--- src/fmac_pkg.sv ---
// Package: constants, types, microcode and cosine table of the FM audio channel model
`default_nettype none

package fmac_pkg;

	localparam int SAMPLE_BITS = 16;
	localparam int VAL_BITS    = 24;
	localparam int COEF_BITS   = 28;
	localparam int PROD_BITS   = COEF_BITS + VAL_BITS;
	localparam int ACC_BITS    = 56;
	localparam int SHIFT_IN    = 21 - SAMPLE_BITS;
	localparam int ECHO_DEPTH  = 480;
	localparam int ECHO_AW     = $clog2(ECHO_DEPTH);
	localparam int COS_BITS    = 10;
	localparam int QUARTER     = 1 << (COS_BITS - 2);
	localparam int COS_W       = 17;
	localparam int MIX_MIN     = 895;
	localparam int PC_BITS     = 6;
	localparam logic [PC_BITS-1:0] UC_LAST = 6'd33;
	localparam logic [14:0] DEV_RESET = 15'd31130;
	localparam logic [16:0] GAIN_UNITY = 17'd32768;

	localparam longint ONE30      = 64'sd1073741824;
	localparam longint HALFPI_Q30 = 64'sd1686629713;

	// Taylor series denominators (2k-1)*2k, k = 7 down to 1
	localparam longint TAY_D7 = 64'sd182;
	localparam longint TAY_D6 = 64'sd132;
	localparam longint TAY_D5 = 64'sd90;
	localparam longint TAY_D4 = 64'sd56;
	localparam longint TAY_D3 = 64'sd30;
	localparam longint TAY_D2 = 64'sd12;
	localparam longint TAY_D1 = 64'sd2;

	// filter coefficients, Q2.22 (pre-emphasis numerator Q6.22)
	localparam logic signed [COEF_BITS-1:0] PRE_B0 = 28'sd107798174;
	localparam logic signed [COEF_BITS-1:0] PRE_B1 = -28'sd103642500;
	localparam logic signed [COEF_BITS-1:0] PRE_NA1 = 28'sd38630;
	localparam logic signed [COEF_BITS-1:0] DE_B0 = 28'sd80846;
	localparam logic signed [COEF_BITS-1:0] DE_NA1 = 28'sd4032611;
	localparam logic signed [COEF_BITS-1:0] HP_B0 = 28'sd4079437;
	localparam logic signed [COEF_BITS-1:0] HP_B1 = -28'sd8158874;
	localparam logic signed [COEF_BITS-1:0] HP_B2 = 28'sd4079437;
	localparam logic signed [COEF_BITS-1:0] HP_NA1 = 28'sd8155729;
	localparam logic signed [COEF_BITS-1:0] HP_NA2 = -28'sd3967717;
	localparam logic signed [COEF_BITS-1:0] LP_B0 = 28'sd125638;
	localparam logic signed [COEF_BITS-1:0] LP_B1 = 28'sd251276;
	localparam logic signed [COEF_BITS-1:0] LP_B2 = 28'sd125638;
	localparam logic signed [COEF_BITS-1:0] LP_NA1 = 28'sd6099530;
	localparam logic signed [COEF_BITS-1:0] LP_NA2 = -28'sd2407777;

	// register indexes
	typedef enum logic [2:0] {
		REG_ENABLE = 3'd0,
		REG_DEV    = 3'd1,
		REG_BP     = 3'd2,
		REG_NOISE  = 3'd3,
		REG_EDELAY = 3'd4,
		REG_EGAIN  = 3'd5,
		REG_STEP   = 3'd6
	} reg_idx_t;

	typedef struct packed {
		logic        enable;
		logic [14:0] dev_limit;
		logic        bp_en;
		logic        noise_en;
		logic [8:0]  echo_delay;
		logic [15:0] echo_gain;
		logic [31:0] phase_step;
	} cfg_t;

	typedef struct packed {
		logic chain;
		logic echo;
	} clr_t;

	// microcode fields
	typedef enum logic [2:0] {
		K_MAC, K_WB, K_CLIP, K_NOISE, K_EWR, K_PHASE, K_COS, K_END
	} kind_t;
	typedef enum logic [2:0] {G_ALL, G_NOISE, G_BP, G_ECHO, G_MIX} grp_t;
	typedef enum logic [1:0] {A_CONST, A_GAIN, A_COS} asel_t;
	typedef enum logic [2:0] {B_X, B_PLI, B_PLO, B_CUR, B_DLI, B_DLO, B_Y, B_TAP} bsel_t;
	typedef enum logic [2:0] {ADD_NONE, ADD_HS0, ADD_HS1, ADD_LS0, ADD_LS1, ADD_CUR} add_t;
	typedef enum logic [3:0] {
		D_PRE, D_DE, D_HPY, D_HPN1, D_HPN2, D_LPY, D_LPN1, D_LPN2, D_CUR
	} dst_t;

	typedef struct packed {
		kind_t                         kind;
		grp_t                          grp;
		asel_t                         asel;
		bsel_t                         bsel;
		add_t                          addsel;
		logic                          clr;
		logic                          sh15;
		dst_t                          dst;
		logic signed [COEF_BITS-1:0]   coef;
	} uop_t;

	// control from the sequencer to the shared multiply-accumulate unit
	typedef struct packed {
		logic mul_en;
		logic acc_en;
		logic clr;
		logic sh15;
	} mac_ctl_t;

	function automatic uop_t mk(kind_t k, grp_t g, asel_t a, bsel_t b, add_t d,
			logic c, logic s, dst_t w, logic signed [COEF_BITS-1:0] f);
		uop_t u;
		u.kind = k;
		u.grp = g;
		u.asel = a;
		u.bsel = b;
		u.addsel = d;
		u.clr = c;
		u.sh15 = s;
		u.dst = w;
		u.coef = f;
		return u;
	endfunction

	// microprogram of one item
	function automatic uop_t uop(logic [PC_BITS-1:0] pc);
		uop_t u;
		case (pc)
			// pre-emphasis
			6'd0: u = mk(K_MAC, G_ALL, A_CONST, B_X, ADD_NONE, 1'b1, 1'b0, D_CUR, PRE_B0);
			6'd1: u = mk(K_MAC, G_ALL, A_CONST, B_PLI, ADD_NONE, 1'b0, 1'b0, D_CUR, PRE_B1);
			6'd2: u = mk(K_MAC, G_ALL, A_CONST, B_PLO, ADD_NONE, 1'b0, 1'b0, D_CUR, PRE_NA1);
			6'd3: u = mk(K_WB, G_ALL, A_CONST, B_X, ADD_NONE, 1'b0, 1'b0, D_PRE, '0);
			6'd4: u = mk(K_CLIP, G_ALL, A_CONST, B_X, ADD_NONE, 1'b0, 1'b0, D_CUR, '0);
			6'd5: u = mk(K_NOISE, G_NOISE, A_CONST, B_X, ADD_NONE, 1'b0, 1'b0, D_CUR, '0);
			// de-emphasis
			6'd6: u = mk(K_MAC, G_ALL, A_CONST, B_CUR, ADD_NONE, 1'b1, 1'b0, D_CUR, DE_B0);
			6'd7: u = mk(K_MAC, G_ALL, A_CONST, B_DLI, ADD_NONE, 1'b0, 1'b0, D_CUR, DE_B0);
			6'd8: u = mk(K_MAC, G_ALL, A_CONST, B_DLO, ADD_NONE, 1'b0, 1'b0, D_CUR, DE_NA1);
			6'd9: u = mk(K_WB, G_ALL, A_CONST, B_X, ADD_NONE, 1'b0, 1'b0, D_DE, '0);
			// high-pass biquad
			6'd10: u = mk(K_MAC, G_BP, A_CONST, B_CUR, ADD_HS0, 1'b1, 1'b0, D_CUR, HP_B0);
			6'd11: u = mk(K_WB, G_BP, A_CONST, B_X, ADD_NONE, 1'b0, 1'b0, D_HPY, '0);
			6'd12: u = mk(K_MAC, G_BP, A_CONST, B_CUR, ADD_HS1, 1'b1, 1'b0, D_CUR, HP_B1);
			6'd13: u = mk(K_MAC, G_BP, A_CONST, B_Y, ADD_NONE, 1'b0, 1'b0, D_CUR, HP_NA1);
			6'd14: u = mk(K_WB, G_BP, A_CONST, B_X, ADD_NONE, 1'b0, 1'b0, D_HPN1, '0);
			6'd15: u = mk(K_MAC, G_BP, A_CONST, B_CUR, ADD_NONE, 1'b1, 1'b0, D_CUR, HP_B2);
			6'd16: u = mk(K_MAC, G_BP, A_CONST, B_Y, ADD_NONE, 1'b0, 1'b0, D_CUR, HP_NA2);
			6'd17: u = mk(K_WB, G_BP, A_CONST, B_X, ADD_NONE, 1'b0, 1'b0, D_HPN2, '0);
			// low-pass biquad
			6'd18: u = mk(K_MAC, G_BP, A_CONST, B_CUR, ADD_LS0, 1'b1, 1'b0, D_CUR, LP_B0);
			6'd19: u = mk(K_WB, G_BP, A_CONST, B_X, ADD_NONE, 1'b0, 1'b0, D_LPY, '0);
			6'd20: u = mk(K_MAC, G_BP, A_CONST, B_CUR, ADD_LS1, 1'b1, 1'b0, D_CUR, LP_B1);
			6'd21: u = mk(K_MAC, G_BP, A_CONST, B_Y, ADD_NONE, 1'b0, 1'b0, D_CUR, LP_NA1);
			6'd22: u = mk(K_WB, G_BP, A_CONST, B_X, ADD_NONE, 1'b0, 1'b0, D_LPN1, '0);
			6'd23: u = mk(K_MAC, G_BP, A_CONST, B_CUR, ADD_NONE, 1'b1, 1'b0, D_CUR, LP_B2);
			6'd24: u = mk(K_MAC, G_BP, A_CONST, B_Y, ADD_NONE, 1'b0, 1'b0, D_CUR, LP_NA2);
			6'd25: u = mk(K_WB, G_BP, A_CONST, B_X, ADD_NONE, 1'b0, 1'b0, D_LPN2, '0);
			// echo
			6'd26: u = mk(K_EWR, G_ECHO, A_CONST, B_X, ADD_NONE, 1'b0, 1'b0, D_CUR, '0);
			6'd27: u = mk(K_MAC, G_ECHO, A_GAIN, B_TAP, ADD_CUR, 1'b1, 1'b1, D_CUR, '0);
			6'd28: u = mk(K_WB, G_ECHO, A_CONST, B_X, ADD_NONE, 1'b0, 1'b1, D_CUR, '0);
			// carrier offset mix
			6'd29: u = mk(K_PHASE, G_MIX, A_CONST, B_X, ADD_NONE, 1'b0, 1'b0, D_CUR, '0);
			6'd30: u = mk(K_COS, G_MIX, A_CONST, B_X, ADD_NONE, 1'b0, 1'b0, D_CUR, '0);
			6'd31: u = mk(K_MAC, G_MIX, A_COS, B_CUR, ADD_NONE, 1'b1, 1'b1, D_CUR, '0);
			6'd32: u = mk(K_WB, G_MIX, A_CONST, B_X, ADD_NONE, 1'b0, 1'b1, D_CUR, '0);
			default: u = mk(K_END, G_ALL, A_CONST, B_X, ADD_NONE, 1'b0, 1'b0, D_CUR, '0);
		endcase
		return u;
	endfunction

	// cosine of a folded angle m/QUARTER quarter turns, Taylor series in Q2.30
	function automatic logic signed [COS_W-1:0] cos_quarter(int m);
		longint x;
		longint x2;
		longint t;
		x = (longint'(m) * HALFPI_Q30) / QUARTER;
		x2 = x * x / ONE30;
		t = ONE30;
		t = ONE30 - (x2 * t / ONE30) / TAY_D7;
		t = ONE30 - (x2 * t / ONE30) / TAY_D6;
		t = ONE30 - (x2 * t / ONE30) / TAY_D5;
		t = ONE30 - (x2 * t / ONE30) / TAY_D4;
		t = ONE30 - (x2 * t / ONE30) / TAY_D3;
		t = ONE30 - (x2 * t / ONE30) / TAY_D2;
		t = ONE30 - (x2 * t / ONE30) / TAY_D1;
		return COS_W'((t + 64'sd16384) >>> 15);
	endfunction

	typedef logic signed [COS_W-1:0] cos_tab_t [QUARTER];

	function automatic cos_tab_t cos_table();
		cos_tab_t tab;
		for (int i = 0; i < QUARTER; i++)
			tab[i] = cos_quarter(i);
		return tab;
	endfunction

	localparam cos_tab_t COS_TAB = cos_table();
	localparam logic signed [COS_W-1:0] COS_EDGE = cos_quarter(QUARTER);

endpackage

`default_nettype wire

--- src/fmac_cfg.sv ---
// APB register file of the FM audio channel model
`default_nettype none

module fmac_cfg (
	input  logic                 clk,
	input  logic                 arst_n,
	input  logic                 psel,
	input  logic                 penable,
	input  logic                 pwrite,
	input  logic [4:0]           paddr,
	input  logic [31:0]          pwdata,
	output logic [31:0]          prdata,
	output logic                 pready,
	output fmac_pkg::cfg_t       cfg,
	output fmac_pkg::clr_t       clr
);

	fmac_pkg::cfg_t     cfg_q;
	fmac_pkg::reg_idx_t idx;
	logic               wr;

	assign pready = 1'b1;
	assign wr = psel && penable && pwrite;
	assign idx = fmac_pkg::reg_idx_t'(paddr[4:2]);
	assign cfg = cfg_q;

	// clear requests take effect at the write edge
	always_comb begin
		clr.chain = wr && (idx == fmac_pkg::REG_ENABLE) && pwdata[0];
		clr.echo = clr.chain || (wr && (idx == fmac_pkg::REG_EDELAY) && (pwdata[8:0] != 9'd0));
	end

	// register writes
	always_ff @(posedge clk or negedge arst_n) begin
		if (!arst_n) begin
			cfg_q.enable <= 1'b0;
			cfg_q.dev_limit <= fmac_pkg::DEV_RESET;
			cfg_q.bp_en <= 1'b1;
			cfg_q.noise_en <= 1'b0;
			cfg_q.echo_delay <= '0;
			cfg_q.echo_gain <= '0;
			cfg_q.phase_step <= '0;
		end else if (wr) begin
			unique case (idx)
				fmac_pkg::REG_ENABLE: cfg_q.enable <= pwdata[0];
				fmac_pkg::REG_DEV:    cfg_q.dev_limit <= pwdata[14:0];
				fmac_pkg::REG_BP:     cfg_q.bp_en <= pwdata[0];
				fmac_pkg::REG_NOISE:  cfg_q.noise_en <= pwdata[0];
				fmac_pkg::REG_EDELAY: cfg_q.echo_delay <= pwdata[8:0];
				fmac_pkg::REG_EGAIN:  cfg_q.echo_gain <= pwdata[15:0];
				fmac_pkg::REG_STEP:   cfg_q.phase_step <= pwdata;
				default: ;
			endcase
		end
	end

	// read mux
	always_comb begin
		unique case (idx)
			fmac_pkg::REG_ENABLE: prdata = {31'b0, cfg_q.enable};
			fmac_pkg::REG_DEV:    prdata = {17'b0, cfg_q.dev_limit};
			fmac_pkg::REG_BP:     prdata = {31'b0, cfg_q.bp_en};
			fmac_pkg::REG_NOISE:  prdata = {31'b0, cfg_q.noise_en};
			fmac_pkg::REG_EDELAY: prdata = {23'b0, cfg_q.echo_delay};
			fmac_pkg::REG_EGAIN:  prdata = {16'b0, cfg_q.echo_gain};
			fmac_pkg::REG_STEP:   prdata = cfg_q.phase_step;
			default:              prdata = '0;
		endcase
	end

endmodule

`default_nettype wire

--- config.mk ---
export PLATFORM = sky130hd
export DESIGN_NAME = fmac_cfg
export DESIGN_NICKNAME = d
export VERILOG_FILES = /design/src/fmac_pkg.sv /design/src/fmac_cfg.sv
export SDC_FILE = /design/constraint.sdc
export NUM_CORES = 1
export LEC_CHECK = 0
export BUFFER_PORTS_ARGS = -buffer_cell sky130_fd_sc_hd__buf_2
export CORE_UTILIZATION = 48
export DETAILED_ROUTE_END_ITERATION = 6
export PLACE_DENSITY = 0.81
export REMOVE_ABC_BUFFERS = 1
export SETUP_SLACK_MARGIN = 0.2
export SYNTH_ARGS = -nofsm -noshare
export SYNTH_HDL_FRONTEND = slang
export SYNTH_SLANG_ARGS = --single-unit
--- constraint.sdc ---
create_clock -name clk -period 1.58 [get_ports clk]
set_input_delay 0.316 -clock clk [delete_from_list [all_inputs] [get_ports clk]]
set_output_delay 0.316 -clock clk [all_outputs]
set_load 0.05 [all_outputs]
* Word level (Yosys, flattened, before mapping)
Cells that the tools add are included.
W data, S select, Z words.
** Word-level totals
- Flip-flop bits (word level) :: 75
- Input bits :: 42
** Cells by class
- Equal/unequal tests :: 6
- Muxes and demuxes :: 1
- Reduce and logical (&&, ||, !) cells :: 16
** Operators with widths (count)
- $pmux W32 S7 :: 1
- $reduce_and A2 Y1 :: 7
- $eq A3 B3 Y1 const B :: 3
- $reduce_bool A9 Y1 :: 1
- $eq A3 B2 Y1 const B :: 2
- $logic_and A1 B1 Y1 :: 6
- $eq A3 B1 Y1 const B :: 1
- $logic_not A3 Y1 :: 1
- $logic_or A1 B1 Y1 :: 1

* Longest topological paths before layout
Gate-level depths: netlist (run 1).
- Depth after elaboration :: 5
- Gate-level depth with buffers :: 5
- Depth with buffers taken out :: 3

* Least setup slack after synthesis (run 1)
Ideal clock, no wire load.
- Path type :: input port to output port
- Start point :: input port paddr[4]
- End point :: output port clr[0] (netlist bit)
- Data arrival time :: 3.146 ns
- Required time :: 1.264 ns
- Slack :: -1.882 ns
- Stages on the path :: 4
- Path buffers :: 2
- Cell sequence :: buf_6 -> buf_2 -> o21ai_0 -> a2111oi_0
** RTL lines
- from (decl) :: RTL line fmac_cfg.sv:10 : input logic [4:0] paddr,
- to (decl) :: RTL line fmac_cfg.sv:15 : output fmac_pkg::clr_t clr

* Final worst setup path (run 1)
- Start point :: register cfg_q, in the netlist cfg[32]
- End point :: output port prdata[0]
** Between the ends
- Longest elaborated chain between the ends :: 1
** RTL lines
- from (decl) :: RTL line fmac_cfg.sv:18 : fmac_pkg::cfg_t cfg_q;
- $pmux W32 S7 :: RTL line fmac_cfg.sv:59 : unique case (idx)
- to (decl) :: RTL line fmac_cfg.sv:12 : output logic [31:0] prdata,
No other way between the ends.

==> results of run 1 <==
-- cell type report --
class                           instances  area [µm²]
Clock buffer                           12         165
Clock inverter                          4        95.1
Fill cell                             276         779
Inverter                                3        18.8
Multi-Input combinational cell        158        1920
Sequential cell                        75        1890
Tap cell                               96         120
Timing Repair Buffer                  222        1950
-- path summary, 6_finish.rpt --
kind / start / endpoint / slack (ns) / cells after the start
setup / recovery: cfg[32] / prdata[0] / -0.28 / 4
setup reg to reg: cfg[74] / cfg[74] / 0.66 / 2
hold / removal: pwdata[17] / cfg[17] / 0.19 / 2
min in group asynchronous: arst_n / cfg[18] / 0.45 / 2
max in group asynchronous: arst_n / cfg[47] / 0.52 / 3
hold reg to reg: cfg[11] / cfg[11] / 0.55 / 1
-- layer usage --
metal  part of all wire [%]  wire length (µm)
met5                      0                 0
met4                    5.4               796
met3                    7.5              1110
met2                     52              7630
met1                     36              5260
-- cells by family (layout without fill, tap and decap cells) --
family | Yosys count | in the layout | synth area share, %
buf+inv | 22 | 241 | 4.35
simple gates | 38 | 38 | 8.13
mux | 78 | 78 | 24.9
other cells | 1 | 1 | 0.107
flops | 75 | 75 | 53.8
compound gates | 41 | 41 | 8.66
-- cells in the mapped netlist, types with 3 or more instances --
cell and instances:
sky130_fd_sc_hd__nor2b_1 3, sky130_fd_sc_hd__buf_6 7, sky130_fd_sc_hd__a22oi_1 23, sky130_fd_sc_hd__o22ai_1 8, sky130_fd_sc_hd__dfrtp_1 65, sky130_fd_sc_hd__and3_1 16, sky130_fd_sc_hd__nor3_4 3, sky130_fd_sc_hd__o2bb2ai_1 6
sky130_fd_sc_hd__mux2_1 3, sky130_fd_sc_hd__clkbuf_1 6, sky130_fd_sc_hd__dfstp_2 10, sky130_fd_sc_hd__mux2_2 73, sky130_fd_sc_hd__buf_4 3
-- worst max-delay path: stages (launching register included) --
cell and delay [ns]:
sky130_fd_sc_hd__dfrtp_1 0.43, sky130_fd_sc_hd__mux2i_1 0.19, sky130_fd_sc_hd__nor2_1 0.09, sky130_fd_sc_hd__a221o_1 0.31
sky130_fd_sc_hd__buf_6 0.17
-- stage by stage --
stage	setup slack (ns)	area (µm²)	power [mW]	hold slack, ns	TNS, ns
3_5_place_dp	-0.275	4600	5.47	0.295	-15.32
4_1_cts	-0.215	5680	7.79	0.187	-1.78
5_1_grt	-0.318	6160	8.47	0.190	-3.73
6_report	-0.280	6160	8.24	0.194	-2.99
2_1_floorplan	-1.80	3370	4.66	0.0204	-26.24
3_3_place_gp	-0.246	4600	5.40	0.292	-13.21
-- power by group through the flow --
stage	clock [mW]	combinational, mW	sequential (mW)
global placement	0	2.78	2.62
detailed placement	0	2.82	2.65
floorplan	0	0.708	3.95
finish	1.96	3.53	2.76
CTS	1.91	3.22	2.66
global route	2.05	3.64	2.78
-- what timing repair did --
action | 4_1_cts | 5_1_grt
buffers inserted | 15 | 10
endpoints found under the setup margin | 53 | 75
resized for setup | 175 | 100
hold buffers | 1 | 0
pin swaps | 19 | 19
gates cloned | 3 | 2
endpoints found under the hold margin | 25 | 0
==> impl_metrics.json, run 1 <==
{
  "run_status": "finished, violations left",
  "failing_checks": "setup timing",
  "async_reset_ff_share_pct": 100,
  "ys_warn_count": 0,
  "worst_skew_pair.late_latency_ns": 0.35,
  "route.detailed.vias_per_inst": 6.01,
  "critical_path_class": "reg -> out",
  "synth.area.top_cells": "sky130_fd_sc_hd__dfrtp_1, sky130_fd_sc_hd__mux2_2, sky130_fd_sc_hd__dfstp_2",
  "timing.hold.worst.class": "in -> reg",
  "floorplan.initialDensity_pct": 50.6,
  "cp_max_fo": 3,
  "final_cell_mix": "sky130_fd_sc_hd__buf_2, sky130_fd_sc_hd__dfrtp_1, sky130_fd_sc_hd__mux2_2",
  "routed_wire_length_per_instance_um": 26.0,
  "vias": 3424,
  "syn_area_um2": 3510,
  "max-clock-path-buffers": 2,
  "hpwl_um": 7160,
  "syn-mean-instance-area_um2": 13.8,
  "fmax_ghz": 0.538,
  "power.share.sequential_pct": 33.4,
  "areaGrowthSynthToFinish_pct": 75.6,
  "place.detailed.instances": 523,
  "power.internal_mw": 4.74,
  "cts_tree": "yes",
  "grt_first_pass_wirelength_um": 18200,
  "number_of_buffers_added_by_the_clock_tree_synthesis_step": 9,
  "synth_top_area_share_pct": 46.3,
  "worstSetupEndpointType": "output pin",
  "synth.largest_area_cell": "sky130_fd_sc_hd__dfrtp_1",
  "grt_use_met1_pct": 38.6,
  "path_clk_slew_ns": 0.09,
  "synth-edff-count": 0,
  "cap_viol_max_count": 0,
  "grt_use_met2_pct": 56.3,
  "global_route.overflow_total": 0,
  "power.leakage_nw": 2.93,
  "worstSetupStartpointType": "register",
  "grt_setup_unrepaired": "true",
  "power.switching_fraction_pct": 42.5,
  "power.share.combinational_pct": 42.8,
  "crit_arrival_ns": 1.54,
  "finalCriticalPeriod_ns": 1.86,
  "route.final.wire_length_um": 14800,
  "vdd.ir_drop.worst_mv": 0.932,
  "power.share.clock_pct": 23.7,
  "gr-usage-all-layers_pct": 32.7,
  "fin_util_pct": 88.8,
  "synth.lib_cells_used.distinct": 34,
  "finalNetCount": 511,
  "synth.ff_latch_count": 75,
  "power.switching_mw": 3.50,
  "final_worst_path_period_share_pct": 118,
  "skew_ns": 0,
  "timing.critical_path.required_ns": 1.26,
  "drt_pass1_iterations": 4,
  "largest_register_ff_count": 75,
  "primary_flip_flop_cell_chosen_by_synthesis_mapping": "sky130_fd_sc_hd__dfrtp_1",
  "final-setup-viol-count": 33,
  "die_w_um": 87.5,
  "met3_layer_usage_reported_by_global_route_pct": 5.97,
  "antenna_found_initial": 0,
  "drc_errors": 0,
  "postSynthCellCount": 255,
  "cts_root_buf": "sky130_fd_sc_hd__clkbuf_8",
  "antenna-diode-count": 0,
  "grt_start_max_net_pins": 35,
  "die_area_um2": 7660,
  "final_layout_size_suffix_gt1_share_pct": 81.6,
  "grt_pass1_vias": 3283,
  "cts.sinks": 75,
  "seq_area_frac_synth_pct": 53.8,
  "layout_commonest_cell": "sky130_fd_sc_hd__buf_2",
  "global_placement_routability_congestion": 0.799,
  "finalWorstSetupSlack_ns": -0.280,
  "maxSlewViolCount": 0,
  "chipHeight_um": 87.5,
  "boundaryPins": 152,
  "final_hold_viol_count": 0,
  "fp-row-count": 30,
  "stdcell_count": 570,
  "detail_route.iter0.violations": 271,
  "powerDensity_nw_per_um2": 1340,
  "grt_most_used_layer": "met2",
  "h_tree_depth_reported_by_cts": 3,
  "io_buffers": 148,
  "core_area_um2": 6940,
  "ant_nets": 0
}
(Power assumes the default switching activity.)
==> inputs of run 2 (changes only) <==
--- a/config.mk
+++ b/config.mk
@@ -6,9 +6,11 @@
 export NUM_CORES = 1
 export LEC_CHECK = 0
 export BUFFER_PORTS_ARGS = -buffer_cell sky130_fd_sc_hd__buf_2
-export CORE_UTILIZATION = 48
+export CELL_PAD_IN_SITES_DETAIL_PLACEMENT = 1
+export CELL_PAD_IN_SITES_GLOBAL_PLACEMENT = 2
+export CORE_UTILIZATION = 30
 export DETAILED_ROUTE_END_ITERATION = 6
-export PLACE_DENSITY = 0.81
+export PLACE_DENSITY_LB_ADDON = 0.1
 export REMOVE_ABC_BUFFERS = 1
 export SETUP_SLACK_MARGIN = 0.2
 export SYNTH_ARGS = -nofsm -noshare
==> impl_metrics.json, run 2 (synthesized netlist as in run 1, its figures left out) <==
{
  "run_status": "finished, violations left",
  "failing_checks": "setup timing",
  "worst_skew_pair.late_latency_ns": 0.34,
  "global_route.overflow_total": 0,
  "powerDensity_nw_per_um2": 1280,
  "worstSetupEndpointType": "output pin",
  "power.share.clock_pct": 25.6,
  "boundaryPins": 152,
  "route.detailed.vias_per_inst": 4.91,
  "route.final.wire_length_um": 12800,
  "cts_tree": "yes",
  "drc_errors": 0,
  "layout_commonest_cell": "sky130_fd_sc_hd__buf_2",
  "timing.critical_path.required_ns": 1.26,
  "grt_pass1_vias": 3207,
  "grt_setup_unrepaired": "true",
  "timing.critical_path.from": "pwdata[5]",
  "die_area_um2": 12100,
  "gr-usage-all-layers_pct": 21.3,
  "fp-row-count": 39,
  "antenna_found_initial": 0,
  "met1Wirelength_um": 5490,
  "detail_route.iter0.violations": 96,
  "path_clk_slew_ns": 0.06,
  "path_common_cell": "sky130_fd_sc_hd__buf_8",
  "fmax_ghz": 0.545,
  "chipHeight_um": 110,
  "antenna-diode-count": 0,
  "critical_path_class": "in -> out",
  "met3WireLength_um": 573,
  "power.share.combinational_pct": 41.8,
  "cp_max_fo": 2,
  "maxSlewViolCount": 0,
  "final-setup-viol-count": 33,
  "cpPeakStageDelay_ns": 0.54,
  "routed_wire_length_per_instance_um": 20.5,
  "die_w_um": 110,
  "cts_root_buf": "sky130_fd_sc_hd__clkbuf_16",
  "final_cell_mix": "sky130_fd_sc_hd__buf_2, sky130_fd_sc_hd__dfrtp_1, sky130_fd_sc_hd__buf_6",
  "stdcell_count": 621,
  "crit_path_cell_trace": "buf_8, or4_4, o21ai_4, a2111oi_2, buf_4, buf_8",
  "worstSetupStartpointType": "input pin",
  "dp_slack_ns": -0.447,
  "vdd.ir_drop.worst_mv": 0.895,
  "crit_arrival_ns": 1.52,
  "final_layout_size_suffix_gt1_share_pct": 80.8,
  "floorplan.initialDensity_pct": 30.7,
  "met2_wire_length_um": 6560,
  "hpwl_um": 7810,
  "vias": 3047,
  "cts.sinks": 75,
  "number_of_buffers_added_by_the_clock_tree_synthesis_step": 9,
  "skew_ns": 0,
  "io_buffers": 148,
  "final_hold_viol_count": 0,
  "power.switching_mw": 3.36,
  "power.leakage_nw": 3.04,
  "finalWorstSetupSlack_ns": -0.254,
  "rr_startpoint": "cfg[62]",
  "h_tree_depth_reported_by_cts": 3,
  "timing.hold.worst.class": "in -> reg",
  "power.switching_fraction_pct": 40.7,
  "areaGrowthSynthToFinish_pct": 84.4,
  "power.internal_mw": 4.90,
  "cap_viol_max_count": 0,
  "critPathSlowestCell": "sky130_fd_sc_hd__or4_4",
  "power.share.sequential_pct": 32.6,
  "grt_start_max_net_pins": 34,
  "core_area_um2": 11400,
  "global_placement_routability_congestion": 0.703,
  "max-clock-path-buffers": 2,
  "final_worst_path_period_share_pct": 116,
  "place.detailed.instances": 566,
  "finalNetCount": 515,
  "route.top_layer_used": "met4",
  "ant_nets": 0,
  "largest_register_ff_count": 75,
  "finalCriticalPeriod_ns": 1.83,
  "worst_hold_startpoint": "pwdata[28]",
  "drt_pass1_iterations": 4,
  "grt_first_pass_wirelength_um": 18500
}
## run 2: cell count changes in the layout (fill, tap and decap cells not counted), sizes merged
cell | previous run | this run
bufinv | 3 | 1
clkbuf | 21 | 17
buf | 212 | 221
clkinvlp | 0 | 1
## run 2: per-layer routing
layer,vias up,track usage (%)
li1,1385,-
met1,1574,27.0
met2,78,35.8
met3,10,5.94
met4,0,5.36
met5,-,0
## run 2: worst paths after layout
path / end / slack [ns] / depth (start not counted)
max: clr[0] / -0.25 / 6
max reg2reg: cfg[62] / 0.65 / 3
min in group asynchronous: cfg[33] / 0.44 / 2
min: cfg[28] / 0.21 / 2
min reg2reg: cfg[28] / 0.53 / 1
max in group asynchronous: cfg[73] / 0.58 / 3
## run 2: layout make-up
| type | count | area, µm² |
|---|---|---|
| sequential | 75 | 1890 |
| multi-input combinational | 158 | 1910 |
| clock inverter | 3 | 46.3 |
| inverter | 3 | 16.3 |
| clock buffer | 13 | 260 |
| fill | 1158 | 4950 |
| timing repair buffer | 226 | 2170 |
| tap | 143 | 179 |
## run 2: metrics by stage
stage	instance area, µm²	power (mW)	utilization, %	setup TNS, ns	hold WS, ns
after floorplan	3370	4.66	-	-26.24	0.0204
after global placement	4680	5.46	41.0	-18.89	0.250
after detailed placement	4680	5.50	41.0	-20.09	0.254
after CTS	6060	8.10	53.0	-2.92	0.192
after global routing	6470	8.59	56.7	-4.84	0.197
final	6470	8.25	56.7	-3.84	0.206
## run 2: critical path, delay by kind of cell
family,cells,cell delay [ns]
AND/OR/NAND/NOR,1,0.54
buffers and inverters,3,0.38
AO/OA/AOI/OAI,2,0.28
## run 2: timing repair
action,4_1_cts,5_1_grt
setup buffers,21,11
gates cloned,5,1
endpoints found under the hold margin,18,0
hold buffers,1,0
pin swaps,20,15
endpoints found under the setup margin,91,76
gates resized for setup,197,74
## run 2: power groups by stage
stage / registers (mW) / clock network [mW] / logic [mW]
final: 2.69 / 2.11 / 3.45
after global routing: 2.75 / 2.24 / 3.60
after CTS: 2.67 / 2.17 / 3.26
after detailed placement: 2.66 / 0 / 2.84
after global placement: 2.64 / 0 / 2.82
after floorplan: 3.95 / 0 / 0.708
==> inputs of run 3 (changes only) <==
--- a/config.mk
+++ b/config.mk
@@ -10,6 +10,7 @@
 export CELL_PAD_IN_SITES_GLOBAL_PLACEMENT = 2
 export CORE_UTILIZATION = 30
 export DETAILED_ROUTE_END_ITERATION = 6
+export HOLD_SLACK_MARGIN = 0.12
 export PLACE_DENSITY_LB_ADDON = 0.1
 export REMOVE_ABC_BUFFERS = 1
 export SETUP_SLACK_MARGIN = 0.2
==> constraint.sdc (replaced) <==
create_clock -name clk -period 1.8 [get_ports clk]
set_input_delay 0.36 -clock clk [delete_from_list [all_inputs] [get_ports clk]]
set_output_delay 0.36 -clock clk [all_outputs]
set_load 0.05 [all_outputs]
==> impl_metrics.json, run 3 (synthesized netlist as in run 1, its figures left out) <==
{
  "run_status": "finished, violations left",
  "failing_checks": "setup timing",
  "skew_ns": 0,
  "grt_start_max_net_pins": 29,
  "die_area_um2": 12100,
  "design_power_total_mw": 7.06,
  "h_tree_depth_reported_by_cts": 3,
  "cts.sinks": 75,
  "grt_setup_unrepaired": "true",
  "grt_pass1_vias": 3064,
  "place.detailed.instances": 568,
  "fmax_ghz": 0.545,
  "drt_pass1_iterations": 4,
  "antenna_found_initial": 0,
  "critical_path_class": "in -> out",
  "power.leakage_nw": 2.90,
  "floorplan.initialDensity_pct": 30.7,
  "largest_register_ff_count": 75,
  "boundaryPins": 152,
  "timing.critical_path.required_ns": 1.44,
  "final_cell_mix": "sky130_fd_sc_hd__buf_2, sky130_fd_sc_hd__dfrtp_1, sky130_fd_sc_hd__mux2_2",
  "chipHeight_um": 110,
  "ant_nets": 0,
  "path_clk_slew_ns": 0.06,
  "final_hold_viol_count": 0,
  "gr-usage-all-layers_pct": 19.7,
  "multi_input_area_um2": 1940,
  "sequential_cell_area_um2": 1890,
  "routed_wire_length_per_instance_um": 19.6,
  "antenna-diode-count": 0,
  "max-clock-path-buffers": 2,
  "io_buffers": 148,
  "core_area_um2": 11400,
  "hpwl_um": 7690,
  "final_layout_size_suffix_gt1_share_pct": 81.1,
  "global_placement_routability_congestion": 0.727,
  "detail_route.iter0.violations": 47,
  "worstSetupEndpointType": "output pin",
  "finalWorstSetupSlack_ns": -0.0357,
  "maxSlewViolCount": 0,
  "route.detailed.vias_per_inst": 4.95,
  "cp_max_fo": 2,
  "areaGrowthSynthToFinish_pct": 76.2,
  "layout_commonest_cell": "sky130_fd_sc_hd__buf_2",
  "number_of_buffers_added_by_the_clock_tree_synthesis_step": 9,
  "layout.cell_area.non_filler_um2": 6190,
  "final_worst_path_period_share_pct": 102,
  "drc_errors": 0,
  "finalNetCount": 502,
  "global_route.overflow_total": 0,
  "cts_tree": "yes",
  "vdd.ir_drop.worst_mv": 0.570,
  "place_area_um2": 4690,
  "final-setup-viol-count": 2,
  "fillCellCount": 1153,
  "vias": 3008,
  "timing.hold.worst.class": "in -> reg",
  "powerDensity_nw_per_um2": 1140,
  "route.final.wire_length_um": 11900,
  "grt_first_pass_wirelength_um": 17400,
  "stdcell_count": 608,
  "die_w_um": 110,
  "worstSetupStartpointType": "input pin",
  "cts_root_buf": "sky130_fd_sc_hd__clkbuf_16",
  "dp_slack_ns": -0.271,
  "crit_arrival_ns": 1.48,
  "holdWs_ns": 0.258,
  "cap_viol_max_count": 0,
  "fp-row-count": 39,
  "finalCriticalPeriod_ns": 1.84,
  "worst_skew_pair.late_latency_ns": 0.32
}
==> run 3: cell types whose count changed in the layout (fill, tap and decap cells not counted), moves of 7 or more <==
| cell | delta |
|---|---|
| sky130_fd_sc_hd__mux2_2 | +20 |
| sky130_fd_sc_hd__mux2_4 | -20 |
| sky130_fd_sc_hd__buf_6 | -14 |
| sky130_fd_sc_hd__buf_2 | +10 |
| sky130_fd_sc_hd__buf_4 | +7 |
| sky130_fd_sc_hd__buf_8 | -7 |
==> run 3: layout make-up <==
cell class	count	share of cell area (%)
Clock buffer	10	3.86
Timing Repair Buffer	213	30.0
Sequential cell	75	30.5
Clock inverter	6	1.05
Tap cell	143	2.89
Inverter	3	0.263
Multi-Input combinational cell	158	31.4
==> run 3: timing repair <==
item | in CTS | in global routing
pin swaps | 29 | 8
buffers inserted | 16 | 2
cloned | 4 | 1
endpoints found under the hold margin | 19 | 0
endpoints found under the setup margin | 34 | 35
resized for setup | 182 | 30
hold buffers | 1 | 0
==> run 3: worst paths after layout <==
kind | end | cells after the start | slack (ns) | startpoint
min | cfg[16] | 2 | 0.26 | pwdata[16]
min reg2reg | cfg[59] | 1 | 0.54 | cfg[59]
max reg2reg | cfg[57] | 2 | 0.90 | cfg[57]
min in group asynchronous | cfg[4] | 2 | 0.48 | arst_n
max in group asynchronous | cfg[72] | 3 | 0.75 | arst_n
max | clr[0] | 5 | -0.04 | pwdata[8]
==> run 3: routing by layer <==
| metal | vias up | wire length [µm] | GRT usage [%] |
|---|---|---|---|
| li1 | 1368 | - | - |
| met1 | 1553 | 5370 | 25.3 |
| met3 | 8 | 459 | 4.41 |
| met4 | 0 | 86 | 4.23 |
| met2 | 79 | 6030 | 33.8 |
| met5 | - | 0 | 0 |
==> run 3: where the power goes <==
group	internal [mW]	switching (mW)
clock	1.11	0.719
sequential	2.05	0.302
combinational	0.952	1.93
total	4.11	2.95
==> run 3: worst max-delay path, stage by stage <==
cell and delay (ns):
sky130_fd_sc_hd__buf_6 0.09, sky130_fd_sc_hd__or4_4 0.54, sky130_fd_sc_hd__o21ai_4 0.22, sky130_fd_sc_hd__a2111oi_4 0.10
sky130_fd_sc_hd__buf_6 0.16
==> run 3: metrics by stage <==
step	TNS [ns]	util, %
after floorplan	-15.62	-
after global placement	-2.45	41.1
after detailed placement	-3.26	41.1
after CTS	-0.0451	52.6
after global routing	-0.120	54.2
final	-0.0389	54.2
